`src/fpc_pkg.sv`:
```
// fixed point calculator: shared types, operation and status codes
// no dependencies
`default_nettype none
package fpc_pkg;
	localparam logic [3:0] OP_ADD = 4'd0;
	localparam logic [3:0] OP_SUB = 4'd1;
	localparam logic [3:0] OP_MUL = 4'd2;
	localparam logic [3:0] OP_DIV = 4'd3;
	localparam logic [3:0] OP_POW = 4'd4;
	localparam logic [3:0] OP_SIN = 4'd5;
	localparam logic [3:0] OP_COS = 4'd6;
	localparam logic [3:0] OP_TAN = 4'd7;
	localparam logic [3:0] OP_COT = 4'd8;

	localparam logic [1:0] ST_OK  = 2'd0;
	localparam logic [1:0] ST_DZ  = 2'd1;
	localparam logic [1:0] ST_OVF = 2'd2;
	localparam logic [1:0] ST_INV = 2'd3;

	localparam logic signed [31:0] FX_MAX = 32'sh7fffffff;
	localparam logic signed [31:0] FX_MIN = 32'sh80000000;

	// factorial divisors of the series terms, index = power
	function automatic logic [18:0] fact(input logic [3:0] n);
		logic [18:0] f;
		begin
			unique case (n)
				4'd2: f = 19'd2;
				4'd3: f = 19'd6;
				4'd4: f = 19'd24;
				4'd5: f = 19'd120;
				4'd6: f = 19'd720;
				4'd7: f = 19'd5040;
				4'd8: f = 19'd40320;
				4'd9: f = 19'd362880;
				default: f = 19'd1;
			endcase
			return f;
		end
	endfunction

	typedef struct packed {
		logic start;
		logic signed [31:0] a;
		logic signed [31:0] b;
	} mul_req_t;
endpackage
`default_nettype wire

```
`src/fpc_mul.sv`:
```
// fixed point calculator: bit serial multiplier, floor shift and saturation
// depends on fpc_pkg
`default_nettype none
module fpc_mul import fpc_pkg::*; #(
	parameter int FRAC_BITS = 16
) (
	input  wire logic clk,
	input  wire logic arst_n,
	input  wire mul_req_t req,
	output logic done,
	output logic signed [31:0] prod,
	output logic ovf
);
	logic busy_q;
	logic [5:0] cnt_q;
	logic [31:0] mcand_q;
	logic [31:0] mplier_q;
	logic signed [63:0] acc_q;
	logic signed [63:0] addend;
	logic signed [63:0] shifted;

	// two's complement: the top bit weighs negative
	always_comb begin
		addend = mplier_q[0] ? ($signed({{32{mcand_q[31]}}, mcand_q}) <<< cnt_q) : 64'sd0;
		if (cnt_q == 6'd31)
			addend = -addend;
		shifted = acc_q >>> FRAC_BITS;
	end

	always_ff @(posedge clk or negedge arst_n) begin
		if (!arst_n) begin
			busy_q <= 1'b0;
			cnt_q  <= '0;
			done   <= 1'b0;
		end else begin
			done <= 1'b0;
			if (req.start) begin
				busy_q <= 1'b1;
				cnt_q  <= '0;
			end else if (busy_q) begin
				cnt_q <= cnt_q + 6'd1;
				if (cnt_q == 6'd31) begin
					busy_q <= 1'b0;
					done   <= 1'b1;
				end
			end
		end
	end

	always_ff @(posedge clk) begin
		if (req.start) begin
			mcand_q  <= req.a;
			mplier_q <= req.b;
			acc_q    <= '0;
		end else if (busy_q) begin
			acc_q    <= acc_q + addend;
			mplier_q <= {1'b0, mplier_q[31:1]};
		end
	end

	always_comb begin
		ovf = 1'b0;
		prod = shifted[31:0];
		if (shifted > 64'sh7fffffff) begin
			ovf = 1'b1;
			prod = FX_MAX;
		end else if (shifted < -64'sh80000000) begin
			ovf = 1'b1;
			prod = FX_MIN;
		end
	end
endmodule
`default_nettype wire

```
`src/fpc_div.sv`:
```
// fixed point calculator: restoring divider, one quotient bit per cycle
// depends on fpc_pkg
`default_nettype none
module fpc_div import fpc_pkg::*; (
	input  wire logic clk,
	input  wire logic arst_n,
	input  wire logic start,
	input  wire logic signed [63:0] num,
	input  wire logic [31:0] den,
	input  wire logic neg,
	output logic done,
	output logic signed [63:0] quo
);
	logic busy_q;
	logic [6:0] cnt_q;
	logic neg_q;
	logic [63:0] n_q;
	logic [63:0] q_q;
	logic [32:0] rem_q;
	logic [32:0] trial;
	logic [32:0] d_q;

	assign trial = {rem_q[31:0], n_q[63]};

	always_ff @(posedge clk or negedge arst_n) begin
		if (!arst_n) begin
			busy_q <= 1'b0;
			cnt_q  <= '0;
			done   <= 1'b0;
		end else begin
			done <= 1'b0;
			if (start) begin
				busy_q <= 1'b1;
				cnt_q  <= '0;
			end else if (busy_q) begin
				cnt_q <= cnt_q + 7'd1;
				if (cnt_q == 7'd63) begin
					busy_q <= 1'b0;
					done   <= 1'b1;
				end
			end
		end
	end

	always_ff @(posedge clk) begin
		if (start) begin
			n_q   <= num[63] ? 64'(-num) : num;
			d_q   <= {1'b0, den};
			neg_q <= neg;
			rem_q <= '0;
			q_q   <= '0;
		end else if (busy_q) begin
			n_q <= {n_q[62:0], 1'b0};
			if (trial >= d_q) begin
				rem_q <= trial - d_q;
				q_q   <= {q_q[62:0], 1'b1};
			end else begin
				rem_q <= trial;
				q_q   <= {q_q[62:0], 1'b0};
			end
		end
	end

	assign quo = neg_q ? -$signed(q_q) : $signed(q_q);
endmodule
`default_nettype wire

```
`src/fixed_point_calculator_unit.sv`:
```
// fixed point calculator top level: sequencer, stream ports, result register
// depends on fpc_pkg, fpc_mul, fpc_div
// An item needs no multiplier or divider pass for add and sub, one multiply for
// mul, one division for div, one multiply per step for power (exponent steps,
// clamped to MAX_EXPONENT), and for the trig ops nine multiplies plus eight
// term divides, and one more division for tan and cot. The multiplier and
// divider are bit serial. One item is worked at a time; the result register lets
// the next item in while a result waits.
`default_nettype none
module fixed_point_calculator_unit import fpc_pkg::*; #(
	parameter int FRAC_BITS = 16,
	parameter int MAX_EXPONENT = 127
) (
	input  wire logic clk,
	input  wire logic arst_n,
	input  wire logic s_tvalid,
	output logic s_tready,
	input  wire logic [79:0] s_tdata, // operand_a, operand_b, exponent
	input  wire logic [3:0] s_tuser,  // req_type
	output logic m_tvalid,
	input  wire logic m_tready,
	output logic [39:0] m_tdata       // result, status, zero fill
);
	localparam logic [3:0] S_IDLE = 4'd0;
	localparam logic [3:0] S_MUL  = 4'd1;
	localparam logic [3:0] S_WMUL = 4'd2;
	localparam logic [3:0] S_TDIV = 4'd3;
	localparam logic [3:0] S_WTD  = 4'd4;
	localparam logic [3:0] S_FDIV = 4'd5;
	localparam logic [3:0] S_WFD  = 4'd6;
	localparam logic [3:0] S_DONE = 4'd7;
	localparam logic [3:0] S_FIN  = 4'd8;

	logic [3:0] state_q;
	logic [3:0] op_q;
	logic signed [31:0] a_q, b_q;
	logic [7:0] steps_q;
	logic [3:0] k_q;
	logic signed [31:0] pw_q;
	logic signed [63:0] sn_q, cs_q;
	logic ovf_q, dz_q;
	logic signed [31:0] res_q;
	logic out_valid_q;
	logic signed [31:0] ores_q;
	logic [1:0] ost_q;

	mul_req_t mreq;
	logic mdone, movf;
	logic signed [31:0] mprod;
	logic dstart, ddone, dneg;
	logic signed [63:0] dnum, dquo;
	logic [31:0] dden;
	logic signed [31:0] dsrc, ddiv;
	logic signed [7:0] e_in;
	logic signed [64:0] sum;
	logic signed [32:0] as_sum;
	logic sn_ovf, cs_ovf;
	logic signed [31:0] sn_sat, cs_sat;
	logic signed [31:0] fin_res;
	logic [1:0] fin_st;
	logic fin_go;

	fpc_mul #(.FRAC_BITS(FRAC_BITS)) u_mul (
		.clk(clk), .arst_n(arst_n), .req(mreq), .done(mdone), .prod(mprod), .ovf(movf)
	);
	fpc_div u_div (
		.clk(clk), .arst_n(arst_n), .start(dstart), .num(dnum), .den(dden),
		.neg(dneg), .done(ddone), .quo(dquo)
	);

	assign s_tready = (state_q == S_IDLE);
	assign e_in = s_tdata[71:64];
	assign fin_go = (state_q == S_FIN) && (!out_valid_q || m_tready);

	always_comb begin
		sn_ovf = (sn_q > 64'sh7fffffff) || (sn_q < -64'sh80000000);
		cs_ovf = (cs_q > 64'sh7fffffff) || (cs_q < -64'sh80000000);
		sn_sat = sn_ovf ? (sn_q[63] ? FX_MIN : FX_MAX) : sn_q[31:0];
		cs_sat = cs_ovf ? (cs_q[63] ? FX_MIN : FX_MAX) : cs_q[31:0];
	end

	always_comb begin
		mreq.start = (state_q == S_MUL);
		mreq.a = (op_q == OP_MUL) ? a_q : pw_q;
		mreq.b = (op_q == OP_MUL) ? b_q : a_q;
		dstart = (state_q == S_TDIV) || (state_q == S_FDIV);
		dsrc = '0;
		ddiv = '0;
		if (state_q == S_TDIV) begin
			dnum = 64'(pw_q);
			dden = 32'(fact(k_q));
			dneg = pw_q[31];
		end else begin
			if (op_q == OP_DIV) begin
				dsrc = a_q; ddiv = b_q;
			end else if (op_q == OP_TAN) begin
				dsrc = sn_sat; ddiv = cs_sat;
			end else begin
				dsrc = cs_sat; ddiv = sn_sat;
			end
			dnum = 64'(dsrc) <<< FRAC_BITS;
			dden = ddiv[31] ? 32'(-ddiv) : ddiv;
			dneg = dsrc[31] ^ ddiv[31];
		end
		// odd powers feed the sine sum, even powers the cosine sum
		sum = (k_q[0] ? 65'(sn_q) : 65'(cs_q));
		if (!k_q[1])
			sum = sum + 65'(dquo);
		else
			sum = sum - 65'(dquo);
		as_sum = (op_q == OP_SUB) ? (33'(a_q) - 33'(b_q)) : (33'(a_q) + 33'(b_q));
	end

	always_comb begin
		if (op_q > OP_COT) begin
			fin_res = '0; fin_st = ST_INV;
		end else if (dz_q || (op_q == OP_DIV && b_q == '0)) begin
			fin_res = '0; fin_st = ST_DZ;
		end else if (op_q == OP_SIN) begin
			fin_res = sn_sat; fin_st = (ovf_q | sn_ovf | cs_ovf) ? ST_OVF : ST_OK;
		end else if (op_q == OP_COS) begin
			fin_res = cs_sat; fin_st = (ovf_q | sn_ovf | cs_ovf) ? ST_OVF : ST_OK;
		end else begin
			fin_res = res_q; fin_st = ovf_q ? ST_OVF : ST_OK;
		end
	end

	always_ff @(posedge clk or negedge arst_n) begin
		if (!arst_n) begin
			state_q    <= S_IDLE;
			out_valid_q <= 1'b0;
		end else begin
			if (fin_go)
				out_valid_q <= 1'b1;
			else if (m_tready)
				out_valid_q <= 1'b0;
			unique case (state_q)
				S_IDLE: if (s_tvalid) begin
					unique case (s_tuser)
						OP_ADD, OP_SUB: state_q <= S_DONE;
						OP_MUL: state_q <= S_MUL;
						OP_DIV: state_q <= (s_tdata[63:32] == '0) ? S_DONE : S_FDIV;
						OP_POW: state_q <= (e_in > 8'sd0) ? S_MUL : S_DONE;
						OP_SIN, OP_COS, OP_TAN, OP_COT: state_q <= S_MUL;
						default: state_q <= S_DONE;
					endcase
				end
				S_MUL: state_q <= S_WMUL;
				S_WMUL: if (mdone) begin
					if (op_q == OP_MUL)
						state_q <= S_DONE;
					else if (op_q == OP_POW)
						state_q <= (steps_q == 8'd1) ? S_DONE : S_MUL;
					else if (k_q == 4'd0)
						state_q <= S_MUL;
					else
						state_q <= S_TDIV;
				end
				S_TDIV: state_q <= S_WTD;
				S_WTD: if (ddone) begin
					if (k_q == 4'd9)
						state_q <= ((op_q == OP_TAN) || (op_q == OP_COT)) ? S_FDIV : S_DONE;
					else
						state_q <= S_MUL;
				end
				S_FDIV: begin
					if ((op_q == OP_TAN && cs_sat == '0) || (op_q == OP_COT && sn_sat == '0))
						state_q <= S_DONE;
					else
						state_q <= S_WFD;
				end
				S_WFD: if (ddone) state_q <= S_DONE;
				S_DONE: state_q <= S_FIN;
				S_FIN: if (fin_go) state_q <= S_IDLE;
				default: state_q <= S_IDLE;
			endcase
		end
	end

	always_ff @(posedge clk) begin
		unique case (state_q)
			S_IDLE: begin
				op_q  <= s_tuser;
				a_q   <= s_tdata[31:0];
				b_q   <= s_tdata[63:32];
				steps_q <= (e_in > 8'sd0) ?
					((32'(e_in) > MAX_EXPONENT) ? 8'(MAX_EXPONENT) : e_in) : 8'd0;
				k_q   <= 4'd0;
				pw_q  <= 32'sd1 <<< FRAC_BITS;
				sn_q  <= '0;
				cs_q  <= 64'sd1 <<< FRAC_BITS;
				ovf_q <= 1'b0;
				dz_q  <= 1'b0;
				res_q <= 32'sd1 <<< FRAC_BITS;
			end
			S_WMUL: if (mdone) begin
				pw_q  <= mprod;
				ovf_q <= ovf_q | movf;
				steps_q <= steps_q - 8'd1;
				k_q   <= k_q + 4'd1;
				if (op_q == OP_MUL || op_q == OP_POW)
					res_q <= mprod;
				else if (k_q == 4'd0)
					sn_q <= 64'(mprod);
			end
			S_WTD: if (ddone) begin
				if (k_q[0])
					sn_q <= sum[63:0];
				else
					cs_q <= sum[63:0];
			end
			S_FDIV: begin
				if ((op_q == OP_TAN && cs_sat == '0) || (op_q == OP_COT && sn_sat == '0))
					dz_q <= 1'b1;
				ovf_q <= ovf_q | sn_ovf | cs_ovf;
			end
			S_WFD: if (ddone) begin
				if (dquo > 64'sh7fffffff) begin
					res_q <= FX_MAX; ovf_q <= 1'b1;
				end else if (dquo < -64'sh80000000) begin
					res_q <= FX_MIN; ovf_q <= 1'b1;
				end else
					res_q <= dquo[31:0];
			end
			S_DONE: begin
				if (op_q == OP_ADD || op_q == OP_SUB) begin
					if (as_sum[32] != as_sum[31]) begin
						res_q <= as_sum[32] ? FX_MIN : FX_MAX; ovf_q <= 1'b1;
					end else
						res_q <= as_sum[31:0];
				end
			end
			S_FIN: if (fin_go) begin
				ores_q <= fin_res;
				ost_q  <= fin_st;
			end
			default: ;
		endcase
	end

	assign m_tvalid = out_valid_q;
	assign m_tdata = {6'd0, ost_q, ores_q};

	a_out_hold: assert property (@(posedge clk) disable iff (!arst_n)
		m_tvalid && !m_tready |=> m_tvalid && $stable(m_tdata));
	a_out_pad: assert property (@(posedge clk) disable iff (!arst_n)
		m_tvalid |-> m_tdata[39:34] == 6'd0);
	a_err_zero: assert property (@(posedge clk) disable iff (!arst_n)
		m_tvalid && (ost_q == ST_DZ || ost_q == ST_INV) |-> ores_q == '0);
endmodule
`default_nettype wire

```
`config.mk`:
```
export PLATFORM = sky130hd
export DESIGN_NAME = fixed_point_calculator_unit
export DESIGN_NICKNAME = d
export VERILOG_FILES = /design/src/fpc_pkg.sv /design/src/fpc_mul.sv /design/src/fpc_div.sv /design/src/fixed_point_calculator_unit.sv
export SDC_FILE = /design/constraint.sdc
export NUM_CORES = 2
export LEC_CHECK = 0
export BUFFER_PORTS_ARGS = -buffer_cell sky130_fd_sc_hd__buf_2
export CORE_MARGIN = 10
export CORE_UTILIZATION = 60
export CTS_BUF_LIST = sky130_fd_sc_hd__clkbuf_8
export DETAILED_ROUTE_END_ITERATION = 16
export PLACE_DENSITY = 0.84
export RECOVER_POWER = 50
export SYNTH_ARGS = -nofsm -noshare
export SYNTH_HDL_FRONTEND = slang
export SYNTH_SLANG_ARGS = --single-unit
```
`constraint.sdc`:
```
create_clock -name clk -period 6.25 [get_ports clk]
set_clock_uncertainty 0.05 [all_clocks]
set_input_delay 1.25 -clock clk [delete_from_list [all_inputs] [get_ports clk]]
set_output_delay 1.25 -clock clk [all_outputs]
set_load 0.1 [all_outputs]
```
==> reports/metrics.yaml <==
status:
  status: "finished with violations"
  violated_checks: "max-capacitance violations, max-slew violations, negative setup slack"
detailed_routing:
  route.antenna.remaining_nets: 0
  drt-vias-per-instance: 6.61
  first_iter_violations: 7270
  detail_route.drc_violations: 0
  wire_per_inst_um: 25.5
  routed_wl_um: 194000
  first_drt_pass_iteration_count: 7
  route.vias.total: 50075
floorplanning:
  floorplan.initialDensity_pct: 60.3
  die_w_um: 309
  core_mm2: 0.0833
  io-pin-count: 130
  die-height_um: 309
  std_cell_rows: 106
  fp.dieArea_mm2: 0.0957
cells_and_area:
  postLayoutCoreUtil_pct: 71.3
  finish.net_count: 6697
  drive_above_1_share_pct: 19.2
  syn_to_final_growth_pct: 18.3
  finalNonFillerCells: 7581
  postLayoutCellArea_mm2: 0.0594
cts:
  cts_root_buf: "sky130_fd_sc_hd__clkbuf_8"
  holdBufCountCts: 0
  cts_sinks: 665
  ctsLongestPathBuffers: 3
  cts-buffers-inserted: 110
  insertion_delay_ps: 840
  path_clk_slew_ps: 70
  cts_tree: "yes"
  htree_num_levels: 3
placement:
  gp_congestion: 1.09
  placed_cells_incl_taps: 7325
  io_buffers: 115
  dpl_cell_area_mm2: 0.0560
  detailed_place_hpwl_um: 145000
yosys:
  synthFlopType: "sky130_fd_sc_hd__edfxtp_1"
  synth_top_cells_by_area: "sky130_fd_sc_hd__edfxtp_1 28%, sky130_fd_sc_hd__dfxtp_1 6.9%, sky130_fd_sc_hd__ha_1 5.1%"
  ys.warnings.count: 0
  avgSynthCellArea_um2: 8.62
  post_synthesis_simple_gate_area_fraction_pct: 19.0
  synth_seq_area_share_pct: 36.1
  synth_top_area_share_pct: 28.0
  parity_gate_share_of_the_synthesized_area_counting_xor_and_xnor_cells_pct: 7.85
  synth_compound_gate_area_share_pct: 20.3
  syn-cell-area_mm2: 0.0502
  synth.mux.area_fraction_pct: 7.20
  post_synth_inst_count: 5826
  flop_and_latch_count_out_of_synthesis: 665
  synth_adder_area_share_pct: 5.29
  distinct_cells_synth: 99
  async_set_reset_flop_share_out_of_synthesis_pct: 3.31
  synthDominantAreaCellType: "sky130_fd_sc_hd__edfxtp_1"
  synth-edff-count: 469
  synth_top_family_by_area: "compound AO/OA/AOI/OAI gates"
setup_path:
  start_point_of_the_critical_path: "u_div.q_q[7]"
  cp_max_fo: 5
  worstPathCellList: "or4_4 > buf_4 > or3_4 > o31ai_1 > xor2_1 > nand4_1 > nor4_2 > and4_4 > nor3b_4 > a21oi_2 > xor2_1 > ha_1 > buf_6 > a21oi_2 > o21ai_2 > a221o_1 > a21o_1 > a21o_1 > a211o_1 > a21o_1 > a31oi_4 > o41ai_2 > xor2_1 > a21o_1"
  timing.critical_path.buf_inv: 2
  critical_path.slowest_cell: "sky130_fd_sc_hd__or4_4"
  worstSetupEndpointType: "flip-flop"
  most_used_cell_along_the_critical_path: "sky130_fd_sc_hd__a21o_1"
  critPathMaxStageDelay_ps: 520
  worst_r2r_path_depth: 24
  critical_path.startpoint_type: "flip-flop"
  critPathTopFamily: "compound AO/OA/AOI/OAI gates"
  cp_data_arrival_time_ps: 6780
  timing.rr.end: "sn_q[61]"
  crit_required_ps: 6760
  timing.setup.critical_path_class: "flip-flop to flip-flop"
  reg2reg_setup_slack_ps: -20
  worstReg2RegStart: "u_div.q_q[7]"
grt:
  grt_overflow: 0
  antenna_found_initial: 8
  grt_first_pass_wirelength_um: 285000
  grt_start_max_net_pins: 102
  first_global_vias: 46822
  grt_usage_pct: 38.9
timing:
  setup-violations-final: 1
  maxClockFrequency_ghz: 0.160
  grt_setup_unrepaired: "yes"
  post-route-worst-setup-slack_ps: -16.9
  final_hold_viol_count: 0
  finalCritPeriodShare_pct: 100
  relSlewSlack_pct: -156
  worst_slew_pin_tran_ps: 3830
  maxSlewViolCount: 492
  timing.final.crit_period_ps: 6270
hold_path:
  worstHoldPathCells: 2
  holdPathEnd: "u_mul.acc_q[9]"
  hold_path.class: "flip-flop to flip-flop"
  hold_path.startpoint: "u_mul.acc_q[9]"
job:
  max_cap_viol_count: 11
[worst max-delay path by stage]
stage	slack, ps	to	depth (start not counted)
global route	-260	sn_q[61]	25
floorplan	1	u_mul.acc_q[63]	24
global placement	-250	u_mul.acc_q[60]	27
finish	-20	sn_q[61]	24
CTS	6	sn_q[52]	27
detailed placement	-350	u_mul.acc_q[63]	24
[cell usage in the layout, fill, tap and decap left out, types with 59 or more instances in the layout]
master                       n
sky130_fd_sc_hd__a211oi_1   78
sky130_fd_sc_hd__mux2_2     59
sky130_fd_sc_hd__clkbuf_1   81
sky130_fd_sc_hd__clkbuf_8  123
sky130_fd_sc_hd__nor4_1     76
sky130_fd_sc_hd__nand4_1    80
sky130_fd_sc_hd__inv_1     220
sky130_fd_sc_hd__xnor2_1   230
sky130_fd_sc_hd__mux2i_1   208
sky130_fd_sc_hd__nor2_1    618
sky130_fd_sc_hd__a21o_1    132
sky130_fd_sc_hd__buf_4     674
sky130_fd_sc_hd__nand2_1   575
sky130_fd_sc_hd__o21ai_0   356
sky130_fd_sc_hd__xor2_1    214
sky130_fd_sc_hd__ha_1      198
sky130_fd_sc_hd__dfxtp_1   171
sky130_fd_sc_hd__a31oi_1    96
sky130_fd_sc_hd__edfxtp_1  469
sky130_fd_sc_hd__nand2b_1   71
sky130_fd_sc_hd__nor3_1    122
sky130_fd_sc_hd__nand3_1   100
sky130_fd_sc_hd__a21oi_1   446
[stage by stage]
stage / setup slack [ps] / hold slack, ps / TNS [ps]
floorplan: 1.14 / 395 / 0
global placement: -251 / 409 / -3350
detailed placement: -354 / 415 / -3970
CTS: 6.22 / 425 / 0
global route: -255 / 440 / -3390
finish: -16.9 / 423 / -16.9
[metal layers]
layer	up-vias	global-route usage [%]	part of all wire, %
li1	22566	-	-
met1	23650	51.1	38
met2	3231	57.2	42
met3	624	10.8	13
met4	4	22.1	6.6
met5	-	0	0.014
[cell families after synthesis]
group                    count (synthesis)
AO/OA/AOI/OAI                         1615
XOR/XNOR                               449
adder cells (fa/ha/maj)                210
buffers and inverters                  552
flip-flops                             665
multiplexers                           311
other                                    1
AND/OR/NAND/NOR                       2023
[worst min-delay path: stages, from the launching register on]
cell	delay [ps]
sky130_fd_sc_hd__dfxtp_1	320
sky130_fd_sc_hd__nand2_1	60
sky130_fd_sc_hd__a21oi_1	50
[what timing repair did]
item | 4_1_cts | 5_1_grt
resized for setup | 46 | 154
buffers inserted | 7 | 36
pin swaps | 19 | 84
endpoints found under the setup margin | 34 | 56
[sequential cells by signal, indices dropped and copies added (netlist names), 2 cells and up, named ones only]
| signal | cells |
|---|---|
| cs_q | 64 |
| sn_q | 64 |
| u_div.n_q | 64 |
| u_div.q_q | 64 |
| u_mul.acc_q | 64 |
| a_q | 32 |
| b_q | 32 |
| ores_q | 32 |
| pw_q | 32 |
| res_q | 32 |
| u_div.d_q | 32 |
| u_div.rem_q | 32 |
| u_mul.mcand_q | 32 |
| u_mul.mplier_q | 32 |
| steps_q | 8 |
| u_div.cnt_q | 7 |
| u_mul.cnt_q | 6 |
| k_q | 4 |
| op_q | 4 |
| state_q | 4 |
| ost_q | 2 |
[cell usage after synthesis, types with 57 or more instances]
library cell and number:
sky130_fd_sc_hd__dfxtp_1 174, sky130_fd_sc_hd__mux2_2 61, sky130_fd_sc_hd__nand3_1 105, sky130_fd_sc_hd__inv_1 190, sky130_fd_sc_hd__o21ai_0 381, sky130_fd_sc_hd__mux2i_1 216
sky130_fd_sc_hd__nor2_1 628, sky130_fd_sc_hd__nand2b_1 71, sky130_fd_sc_hd__nand4_1 80, sky130_fd_sc_hd__xnor2_1 233, sky130_fd_sc_hd__clkbuf_1 285, sky130_fd_sc_hd__nor3_1 133
sky130_fd_sc_hd__a21o_1 132, sky130_fd_sc_hd__o31ai_1 57, sky130_fd_sc_hd__and3_1 58, sky130_fd_sc_hd__xor2_1 215, sky130_fd_sc_hd__a21oi_1 472, sky130_fd_sc_hd__a31oi_1 99
sky130_fd_sc_hd__nand2_1 581, sky130_fd_sc_hd__nor4_1 84, sky130_fd_sc_hd__edfxtp_1 469, sky130_fd_sc_hd__a211oi_1 85, sky130_fd_sc_hd__ha_1 206
[layout make-up]
class,instances,area (um^2)
antenna,8,20.0
clock buffer,123,1690
clock inverter,83,698
fill,6496,23900
inverter,195,738
multi-input combinational,4614,30900
sequential,665,18100
tap,1080,1350
timing repair buffer,813,5840
Power is not shown: default switching activity piles up to over one toggle a cycle in this logic, so the estimate is an artifact.
